--- src/lc3_pkg.sv ---
// shared types, codes and helpers for the lc3 core
// used by lc3_ctrl, lc3_dp and lc3_instruction_execute; no dependencies
package lc3_pkg;

  localparam int MEM_WORDS_DEF = 65536;
  localparam logic [15:0] PC_RESET = 16'h3000;

  localparam logic [2:0] FLAG_P = 3'd1;
  localparam logic [2:0] FLAG_Z = 3'd2;
  localparam logic [2:0] FLAG_N = 3'd4;

  localparam logic [1:0] FUNC_LOAD  = 2'd0;
  localparam logic [1:0] FUNC_STEP  = 2'd1;
  localparam logic [1:0] FUNC_START = 2'd2;

  localparam logic [3:0] OP_BR   = 4'h0;
  localparam logic [3:0] OP_ADD  = 4'h1;
  localparam logic [3:0] OP_LD   = 4'h2;
  localparam logic [3:0] OP_ST   = 4'h3;
  localparam logic [3:0] OP_JSR  = 4'h4;
  localparam logic [3:0] OP_AND  = 4'h5;
  localparam logic [3:0] OP_LDR  = 4'h6;
  localparam logic [3:0] OP_STR  = 4'h7;
  localparam logic [3:0] OP_NOT  = 4'h9;
  localparam logic [3:0] OP_LDI  = 4'hA;
  localparam logic [3:0] OP_STI  = 4'hB;
  localparam logic [3:0] OP_JMP  = 4'hC;
  localparam logic [3:0] OP_LEA  = 4'hE;
  localparam logic [3:0] OP_TRAP = 4'hF;

  localparam logic [7:0] VEC_GETC = 8'h20;
  localparam logic [7:0] VEC_OUT  = 8'h21;
  localparam logic [7:0] VEC_IN   = 8'h23;
  localparam logic [7:0] VEC_HALT = 8'h25;

  localparam logic [2:0] REG_START_PC = 3'd0;

  typedef struct packed {
    logic clear;
    logic take;
    logic load;
    logic start;
    logic fetch;
    logic decode;
    logic opnd;
    logic exec;
    logic ind;
    logic mem_wb;
    logic key_wb;
    logic publish;
  } cmd_t;

  typedef struct packed {
    logic       clear_done;
    logic       halted;
    logic       out_free;
    logic [3:0] op;
    logic [7:0] trapvec;
  } sts_t;

  function automatic logic [2:0] flags_of(input logic [15:0] v);
    logic [2:0] f;
    if (v == 16'd0) begin
      f = FLAG_Z;
    end else if (v[15]) begin
      f = FLAG_N;
    end else begin
      f = FLAG_P;
    end
    return f;
  endfunction

endpackage

--- src/lc3_ctrl.sv ---
// sequencer for the lc3 core: clear pass, fetch, operand reads, execute, write back
// depends on lc3_pkg
module lc3_ctrl (
  input  logic          clk,
  input  logic          rst_n,
  input  logic          in_valid,
  input  logic [1:0]    in_func,
  output logic          in_ready,
  input  lc3_pkg::sts_t sts,
  output lc3_pkg::cmd_t cmd
);
  localparam logic [3:0] ST_CLEAR = 4'd0;
  localparam logic [3:0] ST_IDLE  = 4'd1;
  localparam logic [3:0] ST_FETCH = 4'd2;
  localparam logic [3:0] ST_OPND  = 4'd3;
  localparam logic [3:0] ST_EXEC  = 4'd4;
  localparam logic [3:0] ST_IND   = 4'd5;
  localparam logic [3:0] ST_MEMWB = 4'd6;
  localparam logic [3:0] ST_KEY   = 4'd7;
  localparam logic [3:0] ST_FIN   = 4'd8;

  logic [3:0] state_r, state_nxt;

  always_comb begin
    cmd       = '0;
    in_ready  = 1'b0;
    state_nxt = state_r;
    case (state_r)
      ST_CLEAR: begin
        cmd.clear = 1'b1;
        if (sts.clear_done) begin
          state_nxt = ST_IDLE;
        end
      end
      ST_IDLE: begin
        in_ready = 1'b1;
        if (in_valid) begin
          cmd.take  = 1'b1;
          state_nxt = ST_FIN;
          case (in_func)
            lc3_pkg::FUNC_LOAD:  cmd.load = 1'b1;
            lc3_pkg::FUNC_START: cmd.start = 1'b1;
            lc3_pkg::FUNC_STEP: begin
              if (!sts.halted) begin
                cmd.fetch = 1'b1;
                state_nxt = ST_FETCH;
              end
            end
            default: ;
          endcase
        end
      end
      ST_FETCH: begin
        cmd.decode = 1'b1;
        state_nxt  = ST_OPND;
      end
      ST_OPND: begin
        cmd.opnd  = 1'b1;
        state_nxt = ST_EXEC;
      end
      ST_EXEC: begin
        cmd.exec = 1'b1;
        case (sts.op)
          lc3_pkg::OP_LD, lc3_pkg::OP_LDR: state_nxt = ST_MEMWB;
          lc3_pkg::OP_LDI, lc3_pkg::OP_STI: state_nxt = ST_IND;
          lc3_pkg::OP_TRAP: begin
            if (sts.trapvec inside {lc3_pkg::VEC_GETC, lc3_pkg::VEC_IN}) begin
              state_nxt = ST_KEY;
            end else begin
              state_nxt = ST_FIN;
            end
          end
          default: state_nxt = ST_FIN;
        endcase
      end
      ST_IND: begin
        cmd.ind = 1'b1;
        if (sts.op == lc3_pkg::OP_LDI) begin
          state_nxt = ST_MEMWB;
        end else begin
          state_nxt = ST_FIN;
        end
      end
      ST_MEMWB: begin
        cmd.mem_wb = 1'b1;
        state_nxt  = ST_FIN;
      end
      ST_KEY: begin
        cmd.key_wb = 1'b1;
        state_nxt  = ST_FIN;
      end
      ST_FIN: begin
        if (sts.out_free) begin
          cmd.publish = 1'b1;
          state_nxt   = ST_IDLE;
        end
      end
      default: state_nxt = ST_IDLE;
    endcase
  end

  always_ff @(posedge clk) begin
    if (!rst_n) begin
      state_r <= ST_CLEAR;
    end else begin
      state_r <= state_nxt;
    end
  end

  a_step_fetch: assert property (@(posedge clk) disable iff (!rst_n)
    (in_valid && in_ready && in_func == lc3_pkg::FUNC_STEP && !sts.halted)
      |=> state_r == ST_FETCH)
    else $error("step not fetched");
  a_busy_no_ready: assert property (@(posedge clk) disable iff (!rst_n)
    (state_r != ST_IDLE) |-> !in_ready)
    else $error("ready while busy");
  a_clear_then_idle: assert property (@(posedge clk) disable iff (!rst_n)
    (state_r == ST_CLEAR && sts.clear_done) |=> state_r == ST_IDLE)
    else $error("clear pass did not end");
endmodule

--- config.mk ---
export PLATFORM = sky130hd
export DESIGN_NAME = lc3_ctrl
export DESIGN_NICKNAME = d
export VERILOG_FILES = /design/src/lc3_pkg.sv /design/src/lc3_ctrl.sv
export SDC_FILE = /design/constraint.sdc
export NUM_CORES = 1
export LEC_CHECK = 0
export BUFFER_PORTS_ARGS = -buffer_cell sky130_fd_sc_hd__buf_2
export CORE_AREA = 2 2 39 41
export CTS_BUF_LIST = sky130_fd_sc_hd__clkbuf_4
export DETAILED_ROUTE_END_ITERATION = 16
export DIE_AREA = 0 0 41 43
export HOLD_SLACK_MARGIN = 0.02
export PLACE_DENSITY_LB_ADDON = 0.1
export SYNTH_ARGS = -nofsm -noshare
export SYNTH_HDL_FRONTEND = slang
export SYNTH_SLANG_ARGS = --single-unit
--- constraint.sdc ---
create_clock -name clk -period 2.2 [get_ports clk]
set_input_delay 0.22 -clock clk [delete_from_list [all_inputs] [get_ports clk]]
set_output_delay 0.22 -clock clk [all_outputs]
set_load 0.02 [all_outputs]
==> results of run 1 <==
==> logic make-up after synthesis <==
kind of cell,after synthesis
AND/OR/NAND/NOR,40
buffers and inverters,8
multiplexers,1
XOR/XNOR,1
AO/OA/AOI/OAI,15
flip-flops,4
==> metal layers <==
layer,routed length (µm),part of all wire,up-vias,track usage
li1,-,-,330,-
met1,614,0.43,304,0.235
met2,732,0.51,21,0.294
met3,88,0.061,0,0.0471
met4,0,0,0,0.0600
met5,0,0,-,0
==> layout make-up <==
class	instances	area (µm²)	share of cell area
flip-flops and latches	4	80.1	0.110
well taps	16	20.0	0.0275
inverters	4	15.0	0.0206
clock buffers	3	22.5	0.0309
multi-input cells	57	430	0.591
repair buffers	32	160	0.220
==> path summary, 6_finish.rpt <==
path	from	endpoint	slack (ns)	depth (start not counted)
worst max-delay path	state_r[0]$_SDFFE_PN0P_	cmd[8]	0.23	4
worst min-delay path	rst_n	state_r[0]$_SDFFE_PN0P_	0.28	2
worst max register to register	state_r[2]$_SDFFE_PN0P_	state_r[3]$_SDFFE_PN0P_	0.65	4
worst min register to register	state_r[0]$_SDFFE_PN0P_	state_r[2]$_SDFFE_PN0P_	0.75	2
==> report_power, final <==
part	switching [µW]	internal, µW
Combinational	41.0	39.3
Clock	27.9	60.9
Sequential	11.4	75.7
==> worst max-delay path: cells and delay by family (launching register included) <==
kind / cells / cell delay (ns)
simple gates: 3 / 0.69
buf+inv: 1 / 0.19
flops: 1 / 0.64
==> stage by stage <==
step | hold slack (ns) | cells | util | instance area [µm²] | power, µW
floorplan | 0.338 | 69 | - | 554 | 133
global placement | 0.514 | 113 | 0.510 | 706 | 168
detailed placement | 0.517 | 113 | 0.510 | 706 | 169
CTS | 0.267 | 116 | 0.526 | 728 | 262
global route | 0.279 | 116 | 0.526 | 728 | 276
finish | 0.281 | 116 | 0.526 | 728 | 256
==> placed cells by master, fill, tap and decap left out, types with 3 or more instances in the layout <==
master    instances
and2_1            3
buf_2            32
clkbuf_4          3
dfxtp_1           4
inv_1             4
nand2_1           6
nand3_1           3
nor2_1            5
nor3_1            7
nor3b_1           3
nor4b_4           3
==> impl_metrics.py, run 1 <==
metrics = {
    "outcome": {
        "status": "completed",
    },
    "worst_hold_path": {
        "hold_path.class": "input port to flip-flop",
    },
    "critical_path": {
        "crit_fanout": 15,
        "worstPathArrival_ns": 1.75,
        "required_ns": 1.98,
        "critPathCaptureType": "primary output",
        "slowest_stage": "dfxtp_1",
        "path_class": "flip-flop to primary output",
        "cp_cell_sequence": "nor4b_4 > nand2_1 > nor3b_1 > buf_2",
        "slowest_delay_ns": 0.64,
        "crit_path_start_kind": "flip-flop",
    },
    "floorplan": {
        "floorplan.die_area_um2": 1760,
        "io_pins": 33,
        "die_y_um": 43,
        "rows": 14,
        "coreArea_um2": 1380,
        "die_w_um": 41,
        "start_util": 0.401,
    },
    "placed_design": {
        "portBuffers": 32,
        "place_ws_ns": 0.496,
        "hpwl_um": 1160,
        "place.gp.congestion": 0.817,
    },
    "grt": {
        "overflow": 0,
        "antenna_found_initial": 0,
        "grt_usage": 0.186,
        "grt_first_pass_wirelength_um": 2270,
        "grt_max_degree": 16,
        "grt_pass1_vias": 532,
    },
    "clocking": {
        "clock-sinks": 4,
        "clk_path_buf_depth": 2,
        "post_cts.repair.setup_buffers": 0,
        "cts_htree_levels": 1,
        "cts_buffers": 3,
        "cts_resized": 0,
        "hold_buffers": 0,
        "clk_latency_ns": 0.23,
        "tritoncts": "yes",
        "cts_root_buffer": "clkbuf_4",
        "clkSlewWorstSetupHoldPaths_ns": 0.04,
    },
    "sta": {
        "fin_setup_tns_ns": 0,
        "finalCritPeriodShare": 0.895,
        "finalHoldViolCount": 0,
        "worst_slack_ns": 0.230,
        "worstMarginPinSlew_ns": 0.569,
        "setup_viol": 0,
        "fmax_ghz": 0.508,
        "rsz0062_at_grt": "no",
        "fin_worst_skew_ns": 0.00457,
        "drv_slew": 0,
        "fin_crit_ns": 1.97,
        "maxSlewHeadroom": 0.620,
    },
    "synth": {
        "synth_edf_count": 0,
        "synth_area_leaders": "dfxtp_1, nor4b_4, nor3_1, nand2_1, nor3b_1",
        "yosysTopAreaCell": "dfxtp_1",
        "synth_common_cells": "nor3_1, nand2_1, nor2_1",
        "synth-adder-area-share": 0,
        "synth_cells": 69,
        "synth_xor_xnor_area_share": 0.0158,
        "synth_top_family_by_area": "simple AND/OR/NAND/NOR gates",
        "synth_simple_gate_area_frac": 0.508,
        "yosysMostFrequentCell": "nor3_1",
        "synth_ff_type": "dfxtp_1",
        "synth_top_area_frac": 0.144,
        "synthesis.area_um2": 554,
        "post_synth.cell_area_avg_um2": 8.03,
        "ys_ff_latch": 4,
        "ys_types": 32,
        "ys.warnings.count": 0,
        "synth_nets": 89,
        "yosysSeqAreaShare": 0.144,
        "synth_compound_area_frac": 0.235,
        "synthMuxAreaShare": 0.0181,
        "synth-async-reset-ratio": 0,
    },
    "drt": {
        "drtPass1Iterations": 4,
        "totalWireLength_um": 1440,
        "ant_nets": 0,
        "drt_iter0_drc": 14,
        "via_per_inst": 5.65,
        "drc": 0,
        "vias": 655,
        "drt-wirelength-per-cell_um": 12.4,
    },
    "layout": {
        "drive_above_1_share": 0.420,
        "final_nets": 122,
        "num_antenna_cells": 0,
        "final.fill_count": 145,
        "area_growth_pct": 31.4,
        "reg.largest.list": "state_r x4",
        "top_register": "state_r",
        "largest_reg_flops": 4,
    },
    "job": {
        "max_cap_violations": 0,
    },
    "power_and_ir_drop": {
        "power_leakage_uw": 0.000328,
        "p_per_area_nw_per_um2": 352,
        "vdd_ir_drop_max_mv": 0.269,
    },
}
(Power assumes the default switching activity.)
==> run 2: changes to the inputs <==
ABC_AREA = 1   (was unset)
==> run 2 against run 1 <==
Cell count is 23% higher. Clock-buffer cell count stayed put. Largest power group is now combinational cells. Critical path type unchanged. Via count is 3.8% lower. Largest cell class unchanged. Die area stayed put. Critical path depth is 2 higher.
==> impl_metrics.py, run 2 <==
metrics = {
    "critical_path": {
        "worstReg2RegEnd": "state_r[0]$_SDFFE_PN0P_",
        "worstPathArrival_ns": 1.38,
        "crit_fanout": 5,
        "r2r-start": "state_r[1]$_SDFFE_PN0P_",
        "ff2ff_setup_slack_ns": 1.01,
        "critPathCaptureType": "primary output",
        "path_class": "flip-flop to primary output",
        "required_ns": 1.98,
        "rr_worst_depth": 7,
        "crit_path_start_kind": "flip-flop",
        "slowest_stage": "dfxtp_1",
        "cp_cell_sequence": "nor2_2 > nand2_1 > nor2_1 > nand2_1 > nor2_1 > buf_2",
        "slowest_delay_ns": 0.36,
        "crit_start": "state_r[3]$_SDFFE_PN0P_",
    },
    "synth": {
        "synth_cells": 92,
        "synth_common_cells": "nand2_1, inv_1, nor2_1",
        "ys_types": 19,
        "yosysTopAreaCell": "nand2_1",
        "ys.warnings.count": 0,
        "synth_edf_count": 0,
        "yosysMostFrequentCell": "nand2_1",
        "synth-async-reset-ratio": 0,
        "post_synth.cell_area_avg_um2": 5.26,
        "yosysSeqAreaShare": 0.165,
        "synth_area_leaders": "nand2_1, dfxtp_1, inv_1, nor2_1, nor2_2",
        "ys_ff_latch": 4,
        "synth_ff_type": "dfxtp_1",
        "synth_nets": 112,
        "synthesis.area_um2": 484,
        "synth_top_area_frac": 0.194,
    },
    "layout": {
        "largest_reg_flops": 4,
        "ff_latch_area_um2": 80.1,
        "multi_input_area_um2": 329,
        "final.fill_count": 156,
        "final_common_cell": "buf_2",
        "final_nets": 149,
        "drive_above_1_share": 0.402,
        "area_growth_pct": 41.9,
        "reg.largest.list": "state_r x4",
        "num_antenna_cells": 0,
        "top_register": "state_r",
        "mostFrequentLayoutCells": "buf_2, nand2_1, inv_1, nor2_1, nor2_2",
    },
    "placed_design": {
        "hpwl_um": 1030,
        "portBuffers": 32,
        "place.gp.congestion": 0.772,
    },
    "floorplan": {
        "start_util": 0.350,
        "rows": 14,
        "floorplan.die_area_um2": 1760,
        "die_y_um": 43,
        "io_pins": 33,
        "die_w_um": 41,
        "coreArea_um2": 1380,
    },
    "worst_hold_path": {
        "worstHoldStart": "rst_n",
        "hold_path.class": "input port to flip-flop",
        "hold_end": "state_r[0]$_SDFFE_PN0P_",
        "hold_depth": 3,
    },
    "clocking": {
        "post_cts.repair.setup_buffers": 0,
        "cts_buffers": 3,
        "cts_htree_levels": 1,
        "tritoncts": "yes",
        "clk_latency_ns": 0.25,
        "clock-sinks": 4,
        "cts_root_buffer": "clkbuf_4",
        "hold_buffers": 0,
        "clk_path_buf_depth": 2,
        "clkSlewWorstSetupHoldPaths_ns": 0.04,
        "cts_resized": 0,
    },
    "drt": {
        "via_per_inst": 4.41,
        "drt_iter0_drc": 12,
        "totalWireLength_um": 1210,
        "drtPass1Iterations": 4,
        "drc": 0,
        "drt-wirelength-per-cell_um": 8.48,
        "vias": 630,
        "ant_nets": 0,
    },
    "sta": {
        "finalCritPeriodShare": 0.725,
        "maxSlewHeadroom": 0.809,
        "finalHoldViolCount": 0,
        "rsz0062_at_grt": "no",
        "drv_slew": 0,
        "setup_viol": 0,
        "fin_hold_ws_ns": 0.256,
        "fmax_ghz": 0.627,
        "fin_setup_tns_ns": 0,
        "fin_worst_skew_ns": 0.00517,
        "worstMarginPinSlew_ns": 0.286,
        "fin_crit_ns": 1.60,
    },
    "power_and_ir_drop": {
        "vdd_ir_drop_max_mv": 0.264,
        "p_per_area_nw_per_um2": 446,
        "power_leakage_uw": 0.000425,
    },
    "grt": {
        "grt_first_pass_wirelength_um": 2060,
        "grt_pass1_vias": 569,
        "overflow": 0,
        "grt_usage": 0.169,
        "antenna_found_initial": 0,
        "grt_max_degree": 6,
    },
    "job": {
        "max_cap_violations": 0,
    },
    "outcome": {
        "status": "completed",
    },
}
run 2: cell count changes after synthesis, sizes merged, moves of 3 or more:
cell   before  now
nand2       6   26
o32ai       3    0
and2        3    0
nor4b       4    0
inv         4   20
buf         4    0
nor2        5   23
nor3        7    4
a21oi       1    4
run 2: area by class of cell:
class	instances	share of cell area
multi-input cells	68	0.479
repair buffers	32	0.233
flip-flops and latches	4	0.117
inverters	20	0.109
clock buffers	3	0.0328
well taps	16	0.0291
run 2: worst max path at each step:
stage	endpoint	slack (ns)	cells past startpoint
6_report	cmd[8]	0.60	6
3_3_place_gp	cmd[8]	0.88	7
4_1_cts	cmd[8]	0.59	6
5_1_grt	cmd[8]	0.48	7
3_5_place_dp	cmd[8]	0.85	6
2_1_floorplan	cmd[8]	0.62	5
run 2: kinds of logic after synthesis:
family | synth area share
AND/OR/NAND/NOR | 0.600
buffers and inverters | 0.155
AO/OA/AOI/OAI | 0.0801
flip-flops | 0.165
run 2: power breakdown:
group | total (µW) | switching [µW] | internal [µW]
Sequential | 83.2 | 5.30 | 77.9
Combinational | 126 | 78.6 | 47.0
Clock | 97.5 | 36.1 | 61.4
Total | 306 | 120 | 186
run 2: metrics by stage:
| stage | worst slack (ns) | power [µW] | area (µm²) | cells | util |
|---|---|---|---|---|---|
| after floorplan | 0.623 | 168 | 484 | 92 | - |
| after global placement | 0.876 | 209 | 664 | 140 | 0.480 |
| after detailed placement | 0.852 | 210 | 664 | 140 | 0.480 |
| after CTS | 0.592 | 307 | 687 | 143 | 0.496 |
| after global routing | 0.475 | 329 | 687 | 143 | 0.496 |
| final | 0.605 | 306 | 687 | 143 | 0.496 |
run 2: worst max-delay path, delay by kind of cell, from the launching register on:
family / cells / cell delay (ns)
flip-flops: 1 / 0.36
AND/OR/NAND/NOR: 5 / 0.61
buffers and inverters: 1 / 0.16
run 2: layer usage:
layer | track usage | vias to the layer above | wire (µm)
met3 | 0.0628 | 2 | 103
met5 | 0 | - | 0
met4 | 0.0400 | 0 | 8
li1 | - | 352 | -
met2 | 0.259 | 24 | 530
met1 | 0.215 | 252 | 570
==> run 3: changes to the inputs <==
clock period = 1.31 ns   (was 2.2 ns; I/O delays follow)
==> run 3 against run 2 <==
The run now ends with setup timing left. Clock skew shrank 0.0047 ns. Design area grew 28%. Critical path depth grew 1. Sequential cell count is the same. Wire length grew 11%. Register-to-register slack lost 0.99 ns. Sequential power grew 69%. Setup slack lost 0.65 ns. Non-clock buffer count grew 10. Clock power grew 49%. Power grew 95%. Largest cell class unchanged. Largest power group unchanged.
==> impl_metrics.py, run 3 (synthesis results as in run 2) <==
metrics = {
    "outcome": {
        "status": "complete, but fails checks",
        "violations": "setup timing",
    },
    "critical_path": {
        "crit_family": "simple AND/OR/NAND/NOR gates",
        "crit_fanout": 5,
        "slowest_stage": "dfxtp_2",
        "cp_num_buf_inv": 2,
        "path_class": "flip-flop to primary output",
        "worstPathArrival_ns": 1.22,
        "crit_path_frequent_cell": "nor2_4",
        "slowest_delay_ns": 0.34,
        "crit_start": "state_r[0]$_SDFFE_PN0P_",
        "crit_path_start_kind": "flip-flop",
        "required_ns": 1.18,
        "r2r-start": "state_r[0]$_SDFFE_PN0P_",
        "critPathCaptureType": "primary output",
        "cp_cell_sequence": "inv_4 > nor2_4 > nand2_4 > nor2_4 > nand2_1 > nor2_1 > buf_4",
    },
    "layout": {
        "final_cells": 153,
        "top_register": "state_r",
        "largest_reg_flops": 4,
        "final_common_cell": "buf_2",
        "mostFrequentLayoutCells": "buf_2, nand2_1, buf_4, nor2_1, inv_1",
        "fin_util": 0.633,
        "drive_above_1_share": 0.547,
        "final.fill_count": 141,
        "final_nets": 159,
        "area_growth_pct": 80.9,
        "num_antenna_cells": 0,
        "reg.largest.list": "state_r x4",
    },
    "drt": {
        "drt-wirelength-per-cell_um": 8.77,
        "drt_iter0_drc": 2,
        "dr.max_layer_used": "met3",
        "ant_nets": 0,
        "drtPass1Iterations": 4,
        "m1WireLength_um": 571,
        "vias": 693,
        "via_per_inst": 4.53,
        "wl_met2_um": 716,
        "drc": 0,
        "route.met3.wl_um": 54,
        "totalWireLength_um": 1340,
    },
    "worst_hold_path": {
        "worstHoldStart": "rst_n",
        "hold_path.class": "input port to flip-flop",
    },
    "placed_design": {
        "place_inst": 141,
        "place.gp.congestion": 0.754,
        "portBuffers": 32,
        "hpwl_um": 1020,
    },
    "sta": {
        "fmax_ghz": 0.738,
        "worstMarginPinSlew_ns": 0.318,
        "maxSlewHeadroom": 0.788,
        "fin_worst_skew_ns": 0.000441,
        "finalCritPeriodShare": 1.03,
        "fin_crit_ns": 1.36,
        "setup_viol": 3,
        "finalHoldViolCount": 0,
        "worst_slack_ns": -0.0450,
        "drv_slew": 0,
        "rsz0062_at_grt": "yes",
    },
    "clocking": {
        "clk_path_buf_depth": 2,
        "clk_latency_ns": 0.23,
        "tritoncts": "yes",
        "cts_htree_levels": 1,
        "cts_root_buffer": "clkbuf_4",
        "hold_buffers": 0,
        "clock-sinks": 4,
        "cts_buffers": 3,
        "clkSlewWorstSetupHoldPaths_ns": 0.03,
    },
    "grt": {
        "overflow": 0,
        "grt_max_degree": 6,
        "grt_first_pass_wirelength_um": 2400,
        "grt_pass1_vias": 640,
        "grt_usage": 0.191,
        "antenna_found_initial": 0,
    },
    "power_and_ir_drop": {
        "p_per_area_nw_per_um2": 682,
        "vdd_ir_drop_max_mv": 0.389,
        "power_leakage_uw": 0.000486,
    },
    "job": {
        "max_cap_violations": 0,
    },
    "floorplan": {
        "start_util": 0.350,
        "io_pins": 33,
        "coreArea_um2": 1380,
        "die_w_um": 41,
        "die_y_um": 43,
        "floorplan.die_area_um2": 1760,
        "rows": 14,
    },
}
run 3: changes by cell type in the layout (fill, tap and decap cells not counted), moves of 3 or more:
cell     change
buf_2        -8
dfxtp_2      +3
buf_4       +15
buf_6        +3
inv_1        -3
nor2_4       +3
dfxtp_1      -4
run 3: timing repair:
action                     CTS  global route
pin swaps                    3             5
cloned                       0             0
gates resized for setup     18            15
buffers inserted             3             6
setup endpoints to repair    9            11
run 3: area by class of cell:
| class | instances | area [µm²] | share of cell area |
|---|---|---|---|
| multi-input combinational | 68 | 394 | 0.450 |
| tap | 16 | 20.0 | 0.0229 |
| inverter | 20 | 85.1 | 0.0971 |
| timing repair buffer | 42 | 267 | 0.304 |
| clock buffer | 3 | 22.5 | 0.0257 |
| sequential | 4 | 87.6 | 0.100 |
run 3: path summary, 6_finish.rpt:
check	to	slack, ns	cells past startpoint
setup / recovery	cmd[8]	-0.05	7
hold / removal	state_r[0]$_SDFFE_PN0P_	0.17	3
setup reg to reg	state_r[3]$_SDFFE_PN0P_	0.02	9
hold reg to reg	state_r[0]$_SDFFE_PN0P_	0.67	3
run 3: worst register-to-register path, delay by kind of cell, from the launching register on:
family          cells  cell delay, ns
flops               1            0.34
simple gates        4            0.34
buf+inv             3            0.33
compound gates      2            0.17
run 3: metal layers:
layer | up-vias | global-route usage
li1 | 371 | -
met1 | 302 | 0.232
met2 | 20 | 0.322
met3 | 0 | 0.0471
met4 | 0 | 0.0400
met5 | - | 0
run 3: stage by stage:
stage | setup TNS (ns) | total power [µW] | hold slack [ns] | setup slack (ns) | cell area (µm²)
finish | -0.0579 | 597 | 0.166 | -0.0450 | 876
global route | -0.498 | 647 | 0.178 | -0.128 | 876
CTS | -0.0727 | 557 | 0.161 | -0.0280 | 778
detailed placement | 0 | 362 | 0.411 | 0.0728 | 688
global placement | 0 | 361 | 0.412 | 0.0984 | 688
floorplan | -0.0877 | 288 | 0.272 | -0.0877 | 500
run 3: power by group:
part / switching [µW] / internal (µW) / leakage (µW)
registers: 9.41 / 131 / 0.0000346
clock network: 43.4 / 102 / 0.0000138
logic: 176 / 136 / 0.000438
total: 228 / 369 / 0.000486
